$ cat src/hw/rtl/rdp_pkg.sv
// shared types and link character constants for the debug packet deframer
package rdp_pkg;

  // widths of the item and result fields
  localparam int unsigned LEN_W = 12;
  localparam int unsigned REP_W = 7;

  // link characters and decode constants
  localparam logic [7:0] CH_DOLLAR = 8'h24;
  localparam logic [7:0] CH_HASH   = 8'h23;
  localparam logic [7:0] CH_STAR   = 8'h2A;
  localparam logic [7:0] CH_BRACE  = 8'h7D;
  localparam logic [7:0] CH_CTRL_C = 8'h03;
  localparam logic [7:0] CH_PLUS   = 8'h2B;
  localparam logic [7:0] CH_MINUS  = 8'h2D;
  localparam logic [7:0] ESC_FLIP  = 8'h20;
  localparam logic [7:0] RUN_BIAS  = 8'd29;
  localparam logic [7:0] RUN_TOP   = 8'd126;
  localparam logic [REP_W-1:0] RUN_MAX = 7'd97;

  // configuration register indexes
  localparam logic CFG_NO_ACK  = 1'b0;
  localparam logic CFG_MAX_LEN = 1'b1;

  // result kinds
  typedef enum logic [2:0] {
    KIND_DATA    = 3'd0,
    KIND_RESTART = 3'd1,
    KIND_OK      = 3'd2,
    KIND_BAD     = 3'd3,
    KIND_INTR    = 3'd4,
    KIND_OVFL    = 3'd5,
    KIND_DISC    = 3'd6
  } rdp_kind_t;

  // one request from the link
  typedef struct packed {
    logic [7:0] rx_byte;
    logic       link_closed;
  } rdp_item_t;

  // one result
  typedef struct packed {
    rdp_kind_t        kind;
    logic [7:0]       data_byte;
    logic [REP_W-1:0] repeat_count;
    logic [LEN_W-1:0] length;
    logic             send_reply;
    logic [7:0]       reply_byte;
  } rdp_result_t;

endpackage

$ cat src/hw/rtl/rdp_dec.sv
// packet decode state and combinational next-state and result logic
module rdp_dec (
  input  logic                           clk,
  input  logic                           rst_n,
  input  logic                           adv,
  input  rdp_pkg::rdp_item_t             item,
  input  logic                           no_ack,
  input  logic [rdp_pkg::LEN_W-1:0]      cap,
  output logic                           res_valid,
  output rdp_pkg::rdp_result_t           res
);

  typedef enum logic [2:0] {
    PH_IDLE = 3'd0,
    PH_CMD  = 3'd1,
    PH_ESC  = 3'd2,
    PH_RUN  = 3'd3,
    PH_CK1  = 3'd4,
    PH_CK2  = 3'd5
  } phase_t;

  phase_t                     phase_r, phase_nxt;
  logic [7:0]                 sum_r, sum_nxt;
  logic [3:0]                 digit_r, digit_nxt;
  logic [rdp_pkg::LEN_W-1:0]  count_r, count_nxt;
  logic [7:0]                 prev_r, prev_nxt;

  logic [7:0]                 b;
  logic [7:0]                 sum_add;
  logic [4:0]                 hex;
  logic [rdp_pkg::REP_W-1:0]  rle_n;
  logic [7:0]                 run_byte;
  logic [rdp_pkg::REP_W-1:0]  run_n;
  logic [rdp_pkg::LEN_W-1:0]  rem;
  logic [rdp_pkg::REP_W-1:0]  copies;
  logic [rdp_pkg::LEN_W-1:0]  new_count;
  logic                       run_full;
  logic                       run_go;
  logic                       bad;
  logic                       go_idle;
  logic                       restart;

  // hex digit decode, bit 4 flags a valid digit
  function automatic logic [4:0] hex_value(input logic [7:0] c);
    logic [4:0] v;
    v = 5'd0;
    if (c >= 8'h30 && c <= 8'h39) begin
      v = {1'b1, 4'(c - 8'h30)};
    end else if (c >= 8'h61 && c <= 8'h66) begin
      v = {1'b1, 4'(c - 8'h57)};
    end else if (c >= 8'h41 && c <= 8'h46) begin
      v = {1'b1, 4'(c - 8'h37)};
    end
    return v;
  endfunction

  assign b       = item.rx_byte;
  assign sum_add = sum_r + b;
  assign hex     = hex_value(b);

  // run length from the count byte, saturated
  assign rle_n = (b <= rdp_pkg::RUN_BIAS) ? '0 :
                 (b >= rdp_pkg::RUN_TOP)  ? rdp_pkg::RUN_MAX :
                 rdp_pkg::REP_W'(b - rdp_pkg::RUN_BIAS);

  // run source: repeat of the previous byte, escaped byte or plain byte
  assign run_byte = (phase_r == PH_RUN) ? prev_r :
                    (phase_r == PH_ESC) ? (b ^ rdp_pkg::ESC_FLIP) : b;
  assign run_n    = (phase_r == PH_RUN) ? rle_n : rdp_pkg::REP_W'(1);

  // clip the run to the room left
  assign rem       = (cap > count_r) ? (cap - count_r) : '0;
  assign copies    = (rdp_pkg::LEN_W'(run_n) < rem) ? run_n : rem[rdp_pkg::REP_W-1:0];
  assign new_count = count_r + rdp_pkg::LEN_W'(copies);
  assign run_full  = (new_count >= cap);

  // next state and result
  always_comb begin
    phase_nxt = phase_r;
    sum_nxt   = sum_r;
    digit_nxt = digit_r;
    count_nxt = count_r;
    prev_nxt  = prev_r;
    res_valid = 1'b0;
    res       = '0;
    run_go    = 1'b0;
    bad       = 1'b0;
    go_idle   = 1'b0;
    restart   = 1'b0;

    if (item.link_closed) begin
      res_valid  = 1'b1;
      res.kind   = rdp_pkg::KIND_DISC;
      res.length = count_r;
      go_idle    = 1'b1;
    end else if (phase_r == PH_ESC) begin
      sum_nxt = sum_add;
      run_go  = 1'b1;
    end else if (phase_r == PH_RUN) begin
      if (b == rdp_pkg::CH_HASH || b == rdp_pkg::CH_DOLLAR ||
          b == rdp_pkg::CH_PLUS || b == rdp_pkg::CH_MINUS) begin
        bad = 1'b1;
      end else begin
        sum_nxt   = sum_add;
        phase_nxt = PH_CMD;
        run_go    = (rle_n != '0);
      end
    end else if (b == rdp_pkg::CH_DOLLAR) begin
      res_valid  = 1'b1;
      res.kind   = rdp_pkg::KIND_RESTART;
      res.length = count_r;
      go_idle    = 1'b1;
      restart    = 1'b1;
    end else if (b == rdp_pkg::CH_HASH) begin
      if (phase_r == PH_CMD) begin
        phase_nxt = PH_CK1;
      end else begin
        bad = 1'b1;
      end
    end else begin
      unique case (phase_r)
        PH_CMD: begin
          sum_nxt = sum_add;
          if (b == rdp_pkg::CH_STAR) begin
            if (count_r == '0) begin
              bad = 1'b1;
            end else begin
              phase_nxt = PH_RUN;
            end
          end else if (b == rdp_pkg::CH_BRACE) begin
            phase_nxt = PH_ESC;
          end else begin
            run_go = 1'b1;
          end
        end
        PH_CK1: begin
          if (!hex[4]) begin
            bad = 1'b1;
          end else begin
            digit_nxt = hex[3:0];
            phase_nxt = PH_CK2;
          end
        end
        PH_CK2: begin
          if (hex[4] && {digit_r, hex[3:0]} == sum_r) begin
            res_valid      = 1'b1;
            res.kind       = rdp_pkg::KIND_OK;
            res.length     = count_r;
            res.send_reply = !no_ack;
            res.reply_byte = rdp_pkg::CH_PLUS;
            go_idle        = 1'b1;
          end else begin
            bad = 1'b1;
          end
        end
        default: begin
          phase_nxt = PH_IDLE;
          if (b == rdp_pkg::CH_CTRL_C) begin
            res_valid = 1'b1;
            res.kind  = rdp_pkg::KIND_INTR;
          end
        end
      endcase
    end

    // write one run of payload bytes
    if (run_go) begin
      prev_nxt         = run_byte;
      phase_nxt        = PH_CMD;
      count_nxt        = new_count;
      res_valid        = 1'b1;
      res.data_byte    = run_byte;
      res.repeat_count = copies;
      res.length       = new_count;
      if (run_full) begin
        res.kind = rdp_pkg::KIND_OVFL;
        go_idle  = 1'b1;
      end else begin
        res.kind = rdp_pkg::KIND_DATA;
      end
    end

    // malformed frame gets a nak
    if (bad) begin
      res_valid      = 1'b1;
      res.kind       = rdp_pkg::KIND_BAD;
      res.length     = count_r;
      res.send_reply = 1'b1;
      res.reply_byte = rdp_pkg::CH_MINUS;
      go_idle        = 1'b1;
    end

    // drop the frame state
    if (go_idle) begin
      phase_nxt = PH_IDLE;
      sum_nxt   = '0;
      digit_nxt = '0;
      count_nxt = '0;
    end
    if (restart) begin
      phase_nxt = PH_CMD;
    end
  end

  // state registers
  always_ff @(posedge clk) begin
    if (!rst_n) begin
      phase_r <= PH_IDLE;
      sum_r   <= '0;
      digit_r <= '0;
      count_r <= '0;
      prev_r  <= '0;
    end else if (adv) begin
      phase_r <= phase_nxt;
      sum_r   <= sum_nxt;
      digit_r <= digit_nxt;
      count_r <= count_nxt;
      prev_r  <= prev_nxt;
    end
  end

`ifndef SYNTHESIS
  // a dropped link leaves an empty idle frame
  a_disc_idle: assert property (@(posedge clk) disable iff (!rst_n)
    adv && item.link_closed |=> phase_r == PH_IDLE && count_r == '0 && sum_r == '0)
    else $error("link drop did not clear the frame");

  // overflow ends the packet
  a_ovfl_idle: assert property (@(posedge clk) disable iff (!rst_n)
    adv && res_valid && res.kind == rdp_pkg::KIND_OVFL |=> phase_r == PH_IDLE && count_r == '0)
    else $error("overflow did not end the packet");

  // a data run always carries copies and stays below capacity
  a_data_run: assert property (@(posedge clk) disable iff (!rst_n)
    res_valid && res.kind == rdp_pkg::KIND_DATA |-> res.repeat_count != '0 && res.length < cap)
    else $error("bad data run");

  // a run is never started without a byte written before it
  a_run_prev: assert property (@(posedge clk) disable iff (!rst_n)
    phase_r == PH_RUN |-> count_r != '0)
    else $error("run with no preceding byte");
`endif

endmodule

$ cat src/hw/rtl/remote_debug_packet_deframer.sv
// top level of the debug packet deframer: input stage, config, result register
//
//  channel | handshake           | payload
//  --------+---------------------+-----------------------------------------------
//  in      | in_valid/in_ready   | in_rx_byte, in_link_closed
//  out     | out_valid/out_ready | out_kind, out_data_byte, out_repeat_count,
//          |                     | out_length, out_send_reply, out_reply_byte
//  cfg     | cfg_we (no wait)    | cfg_index, cfg_data
//
// one request per cycle sustained unless the result register stalls; a request is
// held in the input register, then decoded in one pass into the result register
// a stalled result register holds the decode stage, which then holds the input stage
// rst_n is synchronous, active low; no clearing pass, accepting from the first cycle
module remote_debug_packet_deframer #(
  parameter int unsigned MAX_PACKET = 4096
) (
  input  logic        clk,
  input  logic        rst_n,
  input  logic        in_valid,
  output logic        in_ready,
  input  logic [7:0]  in_rx_byte,
  input  logic        in_link_closed,
  output logic        out_valid,
  input  logic        out_ready,
  output logic [2:0]  out_kind,
  output logic [7:0]  out_data_byte,
  output logic [6:0]  out_repeat_count,
  output logic [11:0] out_length,
  output logic        out_send_reply,
  output logic [7:0]  out_reply_byte,
  input  logic        cfg_we,
  input  logic        cfg_index,
  input  logic [11:0] cfg_data
);

  localparam int unsigned LEN_MAX   = (1 << rdp_pkg::LEN_W) - 1;
  localparam int unsigned CAP_LIMIT = (MAX_PACKET - 1 > LEN_MAX) ? LEN_MAX : MAX_PACKET - 1;

  logic                       no_ack_r;
  logic [rdp_pkg::LEN_W-1:0]  max_len_r;
  logic [rdp_pkg::LEN_W-1:0]  cap;

  logic                       in_v_r;
  rdp_pkg::rdp_item_t         item_r;

  logic                       out_v_r;
  rdp_pkg::rdp_result_t       res_r;

  logic                       res_valid;
  rdp_pkg::rdp_result_t       res;
  logic                       out_free;
  logic                       adv;

  // configuration registers
  always_ff @(posedge clk) begin
    if (!rst_n) begin
      no_ack_r  <= 1'b0;
      max_len_r <= rdp_pkg::LEN_W'(LEN_MAX);
    end else if (cfg_we) begin
      unique case (cfg_index)
        rdp_pkg::CFG_NO_ACK:  no_ack_r  <= cfg_data[0];
        rdp_pkg::CFG_MAX_LEN: max_len_r <= cfg_data;
      endcase
    end
  end

  // usable capacity, clamped to the packet buffer and at least one
  always_comb begin
    cap = (max_len_r > rdp_pkg::LEN_W'(CAP_LIMIT)) ? rdp_pkg::LEN_W'(CAP_LIMIT) : max_len_r;
    if (cap == '0) begin
      cap = rdp_pkg::LEN_W'(1);
    end
  end

  // pipeline control
  assign out_free = !out_v_r || out_ready;
  assign adv      = in_v_r && (!res_valid || out_free);
  assign in_ready = !in_v_r || adv;

  // input register
  always_ff @(posedge clk) begin
    if (!rst_n) begin
      in_v_r <= 1'b0;
    end else if (in_ready) begin
      in_v_r <= in_valid;
    end
  end

  always_ff @(posedge clk) begin
    if (in_valid && in_ready) begin
      item_r.rx_byte     <= in_rx_byte;
      item_r.link_closed <= in_link_closed;
    end
  end

  // decode stage
  rdp_dec u_dec (
    .clk       (clk),
    .rst_n     (rst_n),
    .adv       (adv),
    .item      (item_r),
    .no_ack    (no_ack_r),
    .cap       (cap),
    .res_valid (res_valid),
    .res       (res)
  );

  // result register
  always_ff @(posedge clk) begin
    if (!rst_n) begin
      out_v_r <= 1'b0;
    end else if (adv && res_valid) begin
      out_v_r <= 1'b1;
    end else if (out_ready) begin
      out_v_r <= 1'b0;
    end
  end

  always_ff @(posedge clk) begin
    if (adv && res_valid) begin
      res_r <= res;
    end
  end

  assign out_valid        = out_v_r;
  assign out_kind         = res_r.kind;
  assign out_data_byte    = res_r.data_byte;
  assign out_repeat_count = res_r.repeat_count;
  assign out_length       = res_r.length;
  assign out_send_reply   = res_r.send_reply;
  assign out_reply_byte   = res_r.reply_byte;

endmodule
$ cat config.mk
export PLATFORM = sky130hd
export DESIGN_NAME = remote_debug_packet_deframer
export DESIGN_NICKNAME = d
export VERILOG_FILES = /design/src/hw/rtl/rdp_pkg.sv /design/src/hw/rtl/rdp_dec.sv /design/src/hw/rtl/remote_debug_packet_deframer.sv
export SDC_FILE = /design/constraint.sdc
export NUM_CORES = 1
export LEC_CHECK = 0
export BUFFER_PORTS_ARGS = -buffer_cell sky130_fd_sc_hd__clkbuf_2
export CAP_MARGIN = 5
export CORE_UTILIZATION = 60
export CTS_BUF_LIST = sky130_fd_sc_hd__clkbuf_16
export DETAILED_ROUTE_END_ITERATION = 7
export PLACE_DENSITY = 0.81
export SETUP_SLACK_MARGIN = 0.3
export SYNTH_ARGS = -nofsm -noshare
export SYNTH_HDL_FRONTEND = slang
export SYNTH_SLANG_ARGS = --single-unit
export TNS_END_PERCENT = 5
$ cat constraint.sdc
create_clock -name clk -period 19.2 [get_ports clk]
set_input_delay 3.84 -clock clk [delete_from_list [all_inputs] [get_ports clk]]
set_output_delay 3.84 -clock clk [all_outputs]
set_load 0.05 [all_outputs]
==> summary.txt <==
STA
  • Final Hold Slack: 0.485 ns
  • F_max: 0.114 GHz
  • Final period util: 0.457
  • Clock period minus worst slack: 8.77 ns
  • Setup TNS Final: 0 ns
  • RSZ-0062 raised after global routing: no
  • Final clock skew: 0.00512 ns
  • Actual slew at the worst max-slew pin: 0.996 ns
  • Max-slew violation count: 0
  • Rel. slew slack: 0.335
  • Finish-stage setup viols: 0
  • Final Hold Fails: 0

Placement
  • GP Congestion: 0.921
  • DP HPWL: 12600 um
  • Port Buffer Count: 64

Routing
  • Final ANT Viol Nets: 0
  • Routed WL per cell: 18.2 um
  • Vias: 5809
  • DR iter-0 viols: 444
  • Vias/cell: 6.31
  • Final WL: 16700 um
  • # DRC: 0
  • Drt pass-1 iters: 5

Status
  • Status: complete, no violations

Worst setup path
  • CP max stage cell: o21ai_0
  • Crit path DAT: 9.01 ns
  • Buf/Inv on CP: 1
  • Max incr delay on CP: 0.54 ns
  • R2R Setup Slk: 10.43 ns
  • Startpoint Class: flop
  • Most frequent CP cell: o21ai_0
  • Crit path launch: max_len_r[6]$_SDFFE_PN1P_
  • Setup CP Type: reg -> reg
  • Crit path capture type: flop
  • Worst R2R End: u_dec.count_r[8]$_SDFFE_PN0P_
  • RR Startpoint: max_len_r[6]$_SDFFE_PN1P_
  • Top cell family by delay on the critical path: compound AO/OA/AOI/OAI gates
  • Worst Path Required: 19.44 ns
  • Cells on worst reg2reg path: 36
  • Critical Path Stages: 36
  • Maximum fanout along the worst path: 12

Pwr
  • Combinational share of power: 0.155
  • Clock power share: 0.364
  • Switch Pwr: 0.133 mW
  • Sw Ratio: 0.286
  • Sequential group share of total power: 0.480
  • Peak VDD IR: 0.0000450 V
  • Internal: 0.332 mW
  • Power Density: 65.8 nW/um^2
  • Lkg Pwr: 3.00 nW

Logic synthesis
  • Seq/Total Area, Yosys: 0.351
  • Netlist cell types: 79
  • Mean post-synth cell area: 8.67 um^2
  • Cell count after synthesis: 754
  • Synth Register Bits: 93
  • Ys flop type: dfxtp_1
  • Yosys warns: 0
  • Mapped cell area: 6540 um^2
  • Ys async rst share: 0
  • Number of synthesized flops with an enable pin: 43

Finish
  • Area growth, synth to finish: 8.02%
  • Layout cells sized above 1: 0.121
  • Final nets: 859
  • FILL cells: 884
  • Commonest non-fill, non-tap cells in the layout: nand2_1 (79), clkbuf_2 (64), nor2_1 (60)
  • ANT cells: 0
  • Commonest non-fill, non-tap cell in the layout: nand2_1
  • Fin util: 0.675

Clocking
  • CTS resizes: 0
  • CTS Sinks: 93
  • CTS Buf Count: 9
  • Clock root buffer: clkbuf_16
  • H-tree levels: 3
  • CTS hold repair buffers: 0
  • Clock transition at path regs: 0.06 ns
  • CTS Buffer Depth: 2
  • TritonCTS clock tree: yes
  • Clock Latency Late Sink: 0.35 ns
  • Setup bufs post-CTS: 0

Global routing
  • Vias in the first global route: 5352
  • First-pass GRT wire length: 26900 um
  • GR Overflow Total: 0
  • Initial antenna violation count: 0
  • Largest net degree at the start of global routing: 35
  • Overall Global Routing Usage: 0.307

Floorplan
  • Die width: 106 um
  • Top Ports: 68
  • Starting Density: 0.625
  • Total die area: 11300 um^2
  • Core ar.: 10500 um^2
  • Rows: 37
  • Die height: 106 um

Min path
  • Hold EP: u_dec.sum_r[2]$_SDFFE_PN0P_
  • Hold crit path type: reg -> reg
  • Hold depth: 2
  • Hold wc startpoint: u_dec.sum_r[2]$_SDFFE_PN0P_

Job
  • Max_cap viols: 0
-- worst register-to-register path: cells and delay by family (launching register included) --
kind / cells / cell delay [ns]
flops: 1 / 0.33
fa+ha+maj: 6 / 1.82
compound gates: 20 / 4.61
buf+inv: 1 / 0.05
xor+xnor: 1 / 0.21
simple gates: 8 / 1.65
-- cell usage after synthesis, drive strengths merged, types with 12 or more instances --
master / number / area (um^2)
nand3: 15 / 75.1
nor4: 13 / 93.8
inv: 52 / 195
nand2: 79 / 297
or3: 12 / 75.1
nor2: 60 / 225
o21ai: 36 / 180
edfxtp: 43 / 1290
o211ai: 14 / 105
xnor2: 21 / 184
mux2i: 14 / 140
a21oi: 49 / 257
buf: 21 / 151
a22o: 12 / 105
clkbuf: 33 / 124
dfxtp: 50 / 1000
ha: 50 / 626
-- routing by layer --
layer / GRT usage / share of wire / vias up
met2: 0.468 / 0.44 / 270
met1: 0.434 / 0.45 / 2721
met5: 0 / 0 / -
li1: - / - / 2780
met4: 0.130 / 0.029 / 0
met3: 0.0423 / 0.081 / 38
-- registers in the layout, indices dropped and copies added (netlist names), 4 cells and up --
signal / flops
max_len_r: 12
out_length: 12
u_dec.count_r: 12
item_r: 9
out_data_byte: 8
u_dec.prev_r: 8
u_dec.sum_r: 8
out_repeat_count: 7
u_dec.digit_r: 4
-- final cells by class --
| cell class | instances | area, um^2 | share of cell area |
|---|---|---|---|
| clock inverters | 6 | 28.8 | 0.00408 |
| multi-input cells | 556 | 3780 | 0.536 |
| inverters | 53 | 199 | 0.0282 |
| clock buffers | 10 | 250 | 0.0354 |
| well taps | 136 | 170 | 0.0241 |
| flip-flops and latches | 93 | 2290 | 0.325 |
| repair buffers | 66 | 335 | 0.0475 |
-- metrics by stage --
step | instance area [um^2] | setup WS (ns) | cells | power [mW]
2_1_floorplan | 6540 | 10.94 | 756 | 0.282
3_3_place_gp | 6780 | 10.75 | 904 | 0.297
3_5_place_dp | 6780 | 10.65 | 904 | 0.298
4_1_cts | 7060 | 10.56 | 920 | 0.464
5_1_grt | 7060 | 9.75 | 920 | 0.481
6_report | 7060 | 10.43 | 920 | 0.465
-- power groups by stage --
stage	Combinational [mW]	Clock, mW	Sequential [mW]
2_1_floorplan	0.0514	0	0.230
3_3_place_gp	0.0696	0	0.227
3_5_place_dp	0.0709	0	0.227
4_1_cts	0.0715	0.170	0.223
6_report	0.0722	0.169	0.223
5_1_grt	0.0794	0.177	0.224
-- worst max-delay path by stage --
stage                                                to  slack (ns)
after floorplan                                in_ready       10.94
after global placement                         in_ready       10.75
after detailed placement  u_dec.count_r[8]$_SDFFE_PN0P_       10.65
after CTS                 u_dec.count_r[8]$_SDFFE_PN0P_       10.56
after global routing      u_dec.count_r[8]$_SDFFE_PN0P_        9.75
final                     u_dec.count_r[8]$_SDFFE_PN0P_       10.43
-- cells by family (layout without fill, tap and decap cells) --
kind of cell,count (synthesis),after routing,synth area share
adders and majority gates,53,53,0.105
other,1,3,0.000574
DFF,93,93,0.351
xor gates and xnor gates,32,32,0.0429
and+or+nand+nor,255,255,0.199
buffers and inverters,107,135,0.0725
AOI/OAI and AO/OA,197,197,0.205
muxes,16,16,0.0249
Note: power is estimated with default switching activity, not from simulation.
